<file path="src/hw/rtl/ilcr_pkg.sv">
package ilcr_pkg;

  // Bus event codes from the two-wire slave front end.
  localparam logic [2:0] FN_ADDR = 3'd0;
  localparam logic [2:0] FN_DATA = 3'd1;
  localparam logic [2:0] FN_STOP = 3'd2;
  localparam logic [2:0] FN_NACK = 3'd3;

  // Configuration register indexes.
  localparam logic [7:0] REG_OP_ONE  = 8'd0;
  localparam logic [7:0] REG_OP_ALL  = 8'd1;
  localparam logic [7:0] REG_OP_BANK = 8'd2;

  // Frame lengths, counted in bytes after the command byte.
  localparam logic [2:0] ONE_LEN  = 3'd5;
  localparam logic [2:0] ALL_LEN  = 3'd4;
  localparam logic [2:0] BANK_LEN = 3'd6;
  localparam logic [2:0] BANK_HDR = 3'd2;
  localparam int unsigned FRAME_DEPTH = 6;

  typedef enum logic [2:0] {
    PH_IDLE = 3'd0,
    PH_CMD  = 3'd1,
    PH_ONE  = 3'd2,
    PH_ALL  = 3'd3,
    PH_BANK = 3'd4
  } phase_t;

  typedef struct packed {
    logic [7:0] op_one;
    logic [7:0] op_all;
    logic [7:0] op_bank;
  } opcodes_t;

  typedef struct packed {
    logic        write_one;
    logic        write_all;
    logic [7:0]  led_index;
    logic [31:0] colour;
    logic        send_strip;
    logic        recover;
  } result_t;

endpackage

</file>
<file path="src/hw/rtl/ilcr_if.sv">
// Bus event channel.
interface ilcr_evt_if;
  logic       valid;
  logic       ready;
  logic [2:0] func;
  logic [7:0] data_byte;

  modport source (output valid, output func, output data_byte, input ready);
  modport sink (input valid, input func, input data_byte, output ready);
endinterface

// LED action channel.
interface ilcr_res_if;
  logic        valid;
  logic        ready;
  logic        write_one;
  logic        write_all;
  logic [7:0]  led_index;
  logic [31:0] colour;
  logic        send_strip;
  logic        recover;

  modport source (output valid, output write_one, output write_all, output led_index,
                  output colour, output send_strip, output recover, input ready);
  modport sink (input valid, input write_one, input write_all, input led_index,
                input colour, input send_strip, input recover, output ready);
endinterface

// Configuration write channel.
interface ilcr_cfg_if;
  logic       valid;
  logic       ready;
  logic [7:0] index;
  logic [7:0] data;

  modport source (output valid, output index, output data, input ready);
  modport sink (input valid, input index, input data, output ready);
endinterface

</file>
<file path="src/hw/rtl/ilcr_engine.sv">
module ilcr_engine
  import ilcr_pkg::*;
#(
  parameter int BANK_SIZE = 8,
  parameter int NUM_LEDS  = 64
) (
  input  logic       clk,
  input  logic       rst,
  input  logic       step,
  input  logic [2:0] func,
  input  logic [7:0] data_byte,
  input  opcodes_t   opcodes,
  output result_t    result
);

  localparam int POS_W = $clog2(BANK_SIZE + 1);
  localparam int SUM_W = 8 + POS_W + 1;

  phase_t           phase, phase_next;
  logic [2:0]       byte_count, byte_count_next;
  logic [POS_W-1:0] bank_position, bank_position_next;
  logic [7:0]       frame_bytes [FRAME_DEPTH];
  logic             store;
  logic [2:0]       count_inc;
  logic [POS_W-1:0] pos_inc;
  logic [SUM_W-1:0] base;
  logic [SUM_W-1:0] led_sum;

  // Bank base and running LED index, computed without wrap.
  assign count_inc = byte_count + 3'd1;
  assign pos_inc   = bank_position + POS_W'(1);
  assign base      = SUM_W'(frame_bytes[1]) * SUM_W'(BANK_SIZE);
  assign led_sum   = base + SUM_W'(bank_position);

  // Command decode and frame sequencing for one event.
  always_comb begin
    phase_next         = phase;
    byte_count_next    = byte_count;
    bank_position_next = bank_position;
    store              = 1'b0;
    result             = '0;
    unique case (func)
      FN_ADDR: phase_next = PH_CMD;
      FN_DATA: begin
        unique case (phase)
          PH_CMD: begin
            if (data_byte == opcodes.op_one) begin
              byte_count_next = '0;
              phase_next      = PH_ONE;
            end else if (data_byte == opcodes.op_all) begin
              byte_count_next = '0;
              phase_next      = PH_ALL;
            end else if (data_byte == opcodes.op_bank) begin
              byte_count_next    = '0;
              bank_position_next = '0;
              phase_next         = PH_BANK;
            end else begin
              phase_next = PH_IDLE;
            end
          end
          PH_ONE: begin
            store           = 1'b1;
            byte_count_next = count_inc;
            if (count_inc == ONE_LEN) begin
              result.write_one  = 1'b1;
              result.led_index  = frame_bytes[0];
              result.colour     = {data_byte, frame_bytes[3], frame_bytes[2], frame_bytes[1]};
              result.send_strip = 1'b1;
              phase_next        = PH_IDLE;
            end
          end
          PH_ALL: begin
            store           = 1'b1;
            byte_count_next = count_inc;
            if (count_inc == ALL_LEN) begin
              result.write_all  = 1'b1;
              result.colour     = {data_byte, frame_bytes[2], frame_bytes[1], frame_bytes[0]};
              result.send_strip = 1'b1;
              phase_next        = PH_IDLE;
            end
          end
          PH_BANK: begin
            store           = 1'b1;
            byte_count_next = count_inc;
            if (count_inc == BANK_LEN) begin
              result.write_one   = 1'b1;
              result.led_index   = led_sum[7:0];
              result.colour      = {data_byte, frame_bytes[4], frame_bytes[3], frame_bytes[2]};
              bank_position_next = pos_inc;
              byte_count_next    = BANK_HDR;
              if (pos_inc == POS_W'(BANK_SIZE) ||
                  base + SUM_W'(pos_inc) == SUM_W'(NUM_LEDS)) begin
                result.send_strip = (frame_bytes[0] != 8'd0);
                phase_next        = PH_IDLE;
              end
            end
          end
          default: begin
            // Idle, and codes that cannot arise: data bytes are dropped.
          end
        endcase
      end
      FN_STOP: phase_next = PH_IDLE;
      FN_NACK: begin
      end
      default: result.recover = 1'b1;
    endcase
  end

  // Phase and byte counter.
  always_ff @(posedge clk) begin
    if (rst) begin
      phase      <= PH_IDLE;
      byte_count <= '0;
    end else if (step) begin
      phase      <= phase_next;
      byte_count <= byte_count_next;
    end
  end

  // Bank position and frame buffer hold payload only.
  always_ff @(posedge clk) begin
    if (step) begin
      bank_position <= bank_position_next;
      if (store && byte_count < 3'(FRAME_DEPTH)) begin
        frame_bytes[byte_count] <= data_byte;
      end
    end
  end

endmodule

</file>
<file path="src/hw/rtl/i2c_led_command_receiver.sv">
// Channel  | Dir | Fields
// ---------+-----+--------------------------------------------------------------
// evt      | in  | func, data_byte
// res      | out | write_one, write_all, led_index, colour, send_strip, recover
// cfg      | in  | index, data (opcode registers 0..2)
//
// One transaction is accepted per cycle while evt.ready is high; each event
// gives one result: an input register, then the decode into the result register.
// The rate is set by the single decode stage, which updates the command state.
// Reset (rst, synchronous) returns to idle and loads the default opcodes 1, 2, 3.
// A stalled result holds both stages; evt.ready drops only when both are full.
module i2c_led_command_receiver
  import ilcr_pkg::*;
#(
  parameter int BANK_SIZE = 8,
  parameter int NUM_LEDS  = 64
) (
  input logic        clk,
  input logic        rst,
  ilcr_evt_if.sink   evt,
  ilcr_res_if.source res,
  ilcr_cfg_if.sink   cfg
);

  opcodes_t   opcodes;
  logic       s1_valid;
  logic [2:0] s1_func;
  logic [7:0] s1_byte;
  logic       out_valid;
  result_t    out_data;
  result_t    result;
  logic       advance;
  logic       step;

  // Pipeline flow control.
  assign advance   = !out_valid || res.ready;
  assign step      = s1_valid && advance;
  assign evt.ready = !s1_valid || advance;
  assign cfg.ready = 1'b1;

  // Opcode registers.
  always_ff @(posedge clk) begin
    if (rst) begin
      opcodes.op_one  <= 8'd1;
      opcodes.op_all  <= 8'd2;
      opcodes.op_bank <= 8'd3;
    end else if (cfg.valid) begin
      unique case (cfg.index)
        REG_OP_ONE:  opcodes.op_one  <= cfg.data;
        REG_OP_ALL:  opcodes.op_all  <= cfg.data;
        REG_OP_BANK: opcodes.op_bank <= cfg.data;
        default: begin
        end
      endcase
    end
  end

  // Input register.
  always_ff @(posedge clk) begin
    if (rst) begin
      s1_valid <= 1'b0;
    end else if (evt.ready) begin
      s1_valid <= evt.valid;
    end
  end

  always_ff @(posedge clk) begin
    if (evt.ready && evt.valid) begin
      s1_func <= evt.func;
      s1_byte <= evt.data_byte;
    end
  end

  ilcr_engine #(
    .BANK_SIZE (BANK_SIZE),
    .NUM_LEDS  (NUM_LEDS)
  ) u_engine (
    .clk       (clk),
    .rst       (rst),
    .step      (step),
    .func      (s1_func),
    .data_byte (s1_byte),
    .opcodes   (opcodes),
    .result    (result)
  );

  // Result register.
  always_ff @(posedge clk) begin
    if (rst) begin
      out_valid <= 1'b0;
    end else if (advance) begin
      out_valid <= s1_valid;
    end
  end

  always_ff @(posedge clk) begin
    if (step) begin
      out_data <= result;
    end
  end

  assign res.valid      = out_valid;
  assign res.write_one  = out_data.write_one;
  assign res.write_all  = out_data.write_all;
  assign res.led_index  = out_data.led_index;
  assign res.colour     = out_data.colour;
  assign res.send_strip = out_data.send_strip;
  assign res.recover    = out_data.recover;

endmodule

</file>
<file path="src/flat_wrapper.sv">
// flat-port wrapper written by rule: the top's interface ports become plain ports
module i2c_led_command_receiver_flat import ilcr_pkg::*;
#(
  parameter int BANK_SIZE = 8,
  parameter int NUM_LEDS  = 64
)
  (clk, rst, evt_valid, evt_func, evt_data_byte, evt_ready, res_valid, res_write_one, res_write_all, res_led_index, res_colour, res_send_strip, res_recover, res_ready, cfg_valid, cfg_index, cfg_data, cfg_ready);
  ilcr_evt_if evt_i ();
  ilcr_res_if res_i ();
  ilcr_cfg_if cfg_i ();
  input logic clk;
  input logic rst;
  input wire logic [$bits(evt_i.valid)-1:0] evt_valid;
  input wire logic [$bits(evt_i.func)-1:0] evt_func;
  input wire logic [$bits(evt_i.data_byte)-1:0] evt_data_byte;
  output wire logic [$bits(evt_i.ready)-1:0] evt_ready;
  output wire logic [$bits(res_i.valid)-1:0] res_valid;
  output wire logic [$bits(res_i.write_one)-1:0] res_write_one;
  output wire logic [$bits(res_i.write_all)-1:0] res_write_all;
  output wire logic [$bits(res_i.led_index)-1:0] res_led_index;
  output wire logic [$bits(res_i.colour)-1:0] res_colour;
  output wire logic [$bits(res_i.send_strip)-1:0] res_send_strip;
  output wire logic [$bits(res_i.recover)-1:0] res_recover;
  input wire logic [$bits(res_i.ready)-1:0] res_ready;
  input wire logic [$bits(cfg_i.valid)-1:0] cfg_valid;
  input wire logic [$bits(cfg_i.index)-1:0] cfg_index;
  input wire logic [$bits(cfg_i.data)-1:0] cfg_data;
  output wire logic [$bits(cfg_i.ready)-1:0] cfg_ready;
  assign evt_i.valid = evt_valid;
  assign evt_i.func = evt_func;
  assign evt_i.data_byte = evt_data_byte;
  assign evt_ready = evt_i.ready;
  assign res_valid = res_i.valid;
  assign res_write_one = res_i.write_one;
  assign res_write_all = res_i.write_all;
  assign res_led_index = res_i.led_index;
  assign res_colour = res_i.colour;
  assign res_send_strip = res_i.send_strip;
  assign res_recover = res_i.recover;
  assign res_i.ready = res_ready;
  assign cfg_i.valid = cfg_valid;
  assign cfg_i.index = cfg_index;
  assign cfg_i.data = cfg_data;
  assign cfg_ready = cfg_i.ready;
  i2c_led_command_receiver #(.BANK_SIZE(BANK_SIZE), .NUM_LEDS(NUM_LEDS)) u_core (.clk(clk), .rst(rst), .evt(evt_i), .res(res_i), .cfg(cfg_i));
endmodule
</file>
<file path="config.mk">
export PLATFORM = sky130hd
export DESIGN_NAME = i2c_led_command_receiver_flat
export DESIGN_NICKNAME = d
export VERILOG_FILES = /design/src/hw/rtl/ilcr_pkg.sv /design/src/hw/rtl/ilcr_if.sv /design/src/hw/rtl/ilcr_engine.sv /design/src/hw/rtl/i2c_led_command_receiver.sv /design/src/flat_wrapper.sv
export SDC_FILE = /design/constraint.sdc
export NUM_CORES = 1
export LEC_CHECK = 0
export BUFFER_PORTS_ARGS = -buffer_cell sky130_fd_sc_hd__buf_2
export CAP_MARGIN = 20
export CORE_AREA = 2 2 103 105
export CTS_CLUSTER_DIAMETER = 60
export CTS_CLUSTER_SIZE = 16
export DETAILED_ROUTE_END_ITERATION = 7
export DIE_AREA = 0 0 105 107
export HOLD_SLACK_MARGIN = 0.1
export PLACE_DENSITY = 0.8
export SLEW_MARGIN = 30
export SYNTH_ARGS = -nofsm -noshare
export SYNTH_HDL_FRONTEND = slang
export SYNTH_HIERARCHICAL = 1
export SYNTH_SLANG_ARGS = --single-unit
</file>
<file path="constraint.sdc">
create_clock -name clk -period 5.7 [get_ports clk]
set_input_delay 1.14 -clock clk [delete_from_list [all_inputs] [get_ports clk]]
set_output_delay 1.14 -clock clk [all_outputs]
set_load 0.01 [all_outputs]
</file>
==> metrics.txt <==
Non-Filler Instances a little under 700; r2r setup slk 3.05 ns; total power around 2300 uW; Setup TNS Final 0 ns; per-cell routed wire length around 18 um; critical-path maximum fanout 4; Min-Delay Endpoint u_core/opcodes[7]$_SDFFE_PP0P_; CTS tree done; final hold violations 0; std cell rows 37; Slew HR 0.366; Port Buffer Count slightly below 80; initial antenna violation count 0; setup violators final 0; total wire length approximately 12000 um; placed wire-length estimate a little over 8000 um; # placed instances between 600 and 700; power density cells ~340 nW/um2; fmax between 300 and 400 MHz; Worst Reg-to-Reg Cells 7; commonest non-fill, non-tap cell in the layout edfxtp_1; Core Area 10100 um2; Post-CTS Setup Bufs 0; internal power 1870 uW; Post-synth top flop edfxtp_1; Netlist cell types 50; reg2reg end u_core/u_engine/frame_bytes[2][2]$_DFFE_PP_; maximum clock path buffer count 2; vias in the first global route 3944; max-slew violation count 0; H-tree Lvls 4; DP Area 6150 um2; layout cell share with drive strength beyond 1 0.218; failing checks DRC; Post-Synthesis Cells around 450; critical path endpoint category primary output; period utilization 0.525; crit path DAT approximately 1.9 ns; Yosys reg bits ~130; min-delay worst type reg2reg; combinational fraction of design power 0.029; VDD IR-drop max between 0.2 and 0.3 mV; cts hold-fix bufs 0; Post-CTS Resized 0; Clock Pin Slew Worst Setup and Hold Paths about 0.060 ns; first-pass GRT wire length approximately 20000 um; Post-synth ARST share 0; # fillers around 760; status finished, violations left; via density per instance 5.95; clock network fraction of total power 0.513; Min-Delay Path Depth 2; top post-synthesis cells by area edfxtp_1 (52%), dfxtp_1 (11%), xnor2_1 (4.5%), a222oi_1 (4.2%), nor2_1 (4.2%); starting density of the core 0.563; Total Routing Usage GR 0.227; RR Startpoint u_core/u_engine/phase[2]$_SDFFE_PP0P_; DRC viols 18; Synth area leader edfxtp_1; commonest cells after routing, fill and taps aside edfxtp_1 (99), buf_2 (77), nor2_1 (63), nand2_1 (32), dfxtp_1 (32); Sequential Power Share 0.457; Final GP Congestion slightly above 0.8; TritonCTS buffer count 17; drt first pass iters 8; First DRT Iteration DRCs 450; die width around 110 um; Die ar. approximately 11000 um2; ANT cells 0; CP startpoint kind primary input; Clock Latency Late Sink slightly above 0.5 ns; hold_sp u_core/opcodes[7]$_SDFFE_PP0P_; RSZ-0062 raised after global routing no; pin count of the biggest net entering global routing 51; Nets around 570; post-layout util 0.674; count of warnings emitted by yosys 6; Mean Syn Cell Area approximately 13 um2; crit path time final approximately 3 ns; Layout Skew 0.00780 ns; P_sw between 400 and 500 uW; EDFF count, synth between 90 and 100; Data required, critical path ~4.6 ns; WS Path Type in2out; Ports between 70 and 80; Syn-to-layout area delta 19.7%; remaining antenna violation count after routing 0; clock sinks between 100 and 150; Leak between 0.002 and 0.0025 uW; Die Y approximately 110 um; net count after synthesis 492; max cap viols 0; Finished Cell Area ~7000 um2; sequential fraction of the synthesis area 0.636; Yosys top cell area share 0.523; Worst-Margin Slew between 0.9 and 1 ns; vias about 4000; Root Buffer clkbuf_8; GR Overflow Total 0; mapped cell area 5680 um2; Net Sw Frac 0.192
[per-layer routing]
metal  part of all wire  GRT usage
met5                  0          0
met4              0.032      0.117
met3              0.075     0.0480
met1               0.41      0.284
met2               0.49      0.375
[worst max path at each step]
stage / from / endpoint / slack [ns] / depth (start not counted)
finish: res_ready / evt_ready / 2.71 / 4
global placement: res_ready / evt_ready / 2.78 / 4
floorplan: res_ready / u_core/u_engine/frame_bytes[2][0]$_DFFE_PP_ / 1.24 / 4
detailed placement: res_ready / u_core/u_engine/frame_bytes[2][6]$_DFFE_PP_ / 2.67 / 6
CTS: res_ready / evt_ready / 2.71 / 4
global route: res_ready / evt_ready / 2.60 / 4
[flip-flops by register name (all words and copies together) (netlist names), 3 cells and up]
register and cells:
u_core/u_engine/byte_count 3, u_core/s1_func 3, u_core/u_engine/phase 3, u_core/res.colour 32
u_core/s1_byte 8, u_core/res.led_index 8, u_core/opcodes 24, u_core/u_engine/bank_position 4
u_core/u_engine/frame_bytes 40
[power by group through the flow]
stage / Clock [uW] / Sequential [uW] / Combinational, uW
after global routing: 1240 / 1060 / 75.5
after global placement: 0 / 1080 / 66.2
after detailed placement: 0 / 1080 / 68.0
final: 1190 / 1060 / 68.1
after floorplan: 0 / 1080 / 31.1
after CTS: 1200 / 1060 / 68.7
[critical path, stage by stage]
cell and delay, ns:
buf_2 0.10, nor2b_1 0.34, nand2_1 0.12, buf_2 0.16
[per-stage QoR]
step | worst slack [ns] | hold WS, ns
6_report | 2.71 | 0.478
5_1_grt | 2.60 | 0.505
2_1_floorplan | 1.24 | 0.447
4_1_cts | 2.71 | 0.477
3_5_place_dp | 2.67 | 0.470
3_3_place_gp | 2.78 | 0.456
[layout make-up]
| class | count | area (um2) | share of cell area |
|---|---|---|---|
| Clock inverter | 12 | 228 | 0.0335 |
| Multi-Input combinational cell | 287 | 1930 | 0.284 |
| Tap cell | 136 | 170 | 0.0250 |
| Clock buffer | 20 | 425 | 0.0625 |
| Timing Repair Buffer | 81 | 415 | 0.0611 |
| Sequential cell | 131 | 3610 | 0.531 |
| Inverter | 6 | 22.5 | 0.00331 |
[cell families (layout without fill, tap and decap cells)]
family	count (synthesis)	after routing	synth area share
buffers and inverters	33	119	0.0273
flip-flops	131	131	0.636
XOR/XNOR	34	34	0.0524
other	1	1	0.000660
adder cells (fa/ha/maj)	9	9	0.0198
multiplexers	20	20	0.0352
AND/OR/NAND/NOR	158	158	0.136
AO/OA/AOI/OAI	65	65	0.0927
[synthesized netlist by cell type, drive strengths merged, types with 6 or more instances]
cell type and n:
nand4 8, a22oi 8, o311ai 6, nor2b 11, nand3 10, edfxtp 99, buf 12, nand2 33
o21ai 10, ha 9, xnor2 29, and2 8, clkbuf 15, dfxtp 32, nor2 63, mux2i 20
a222oi 24
Note: power is estimated with default switching activity, not from simulation.
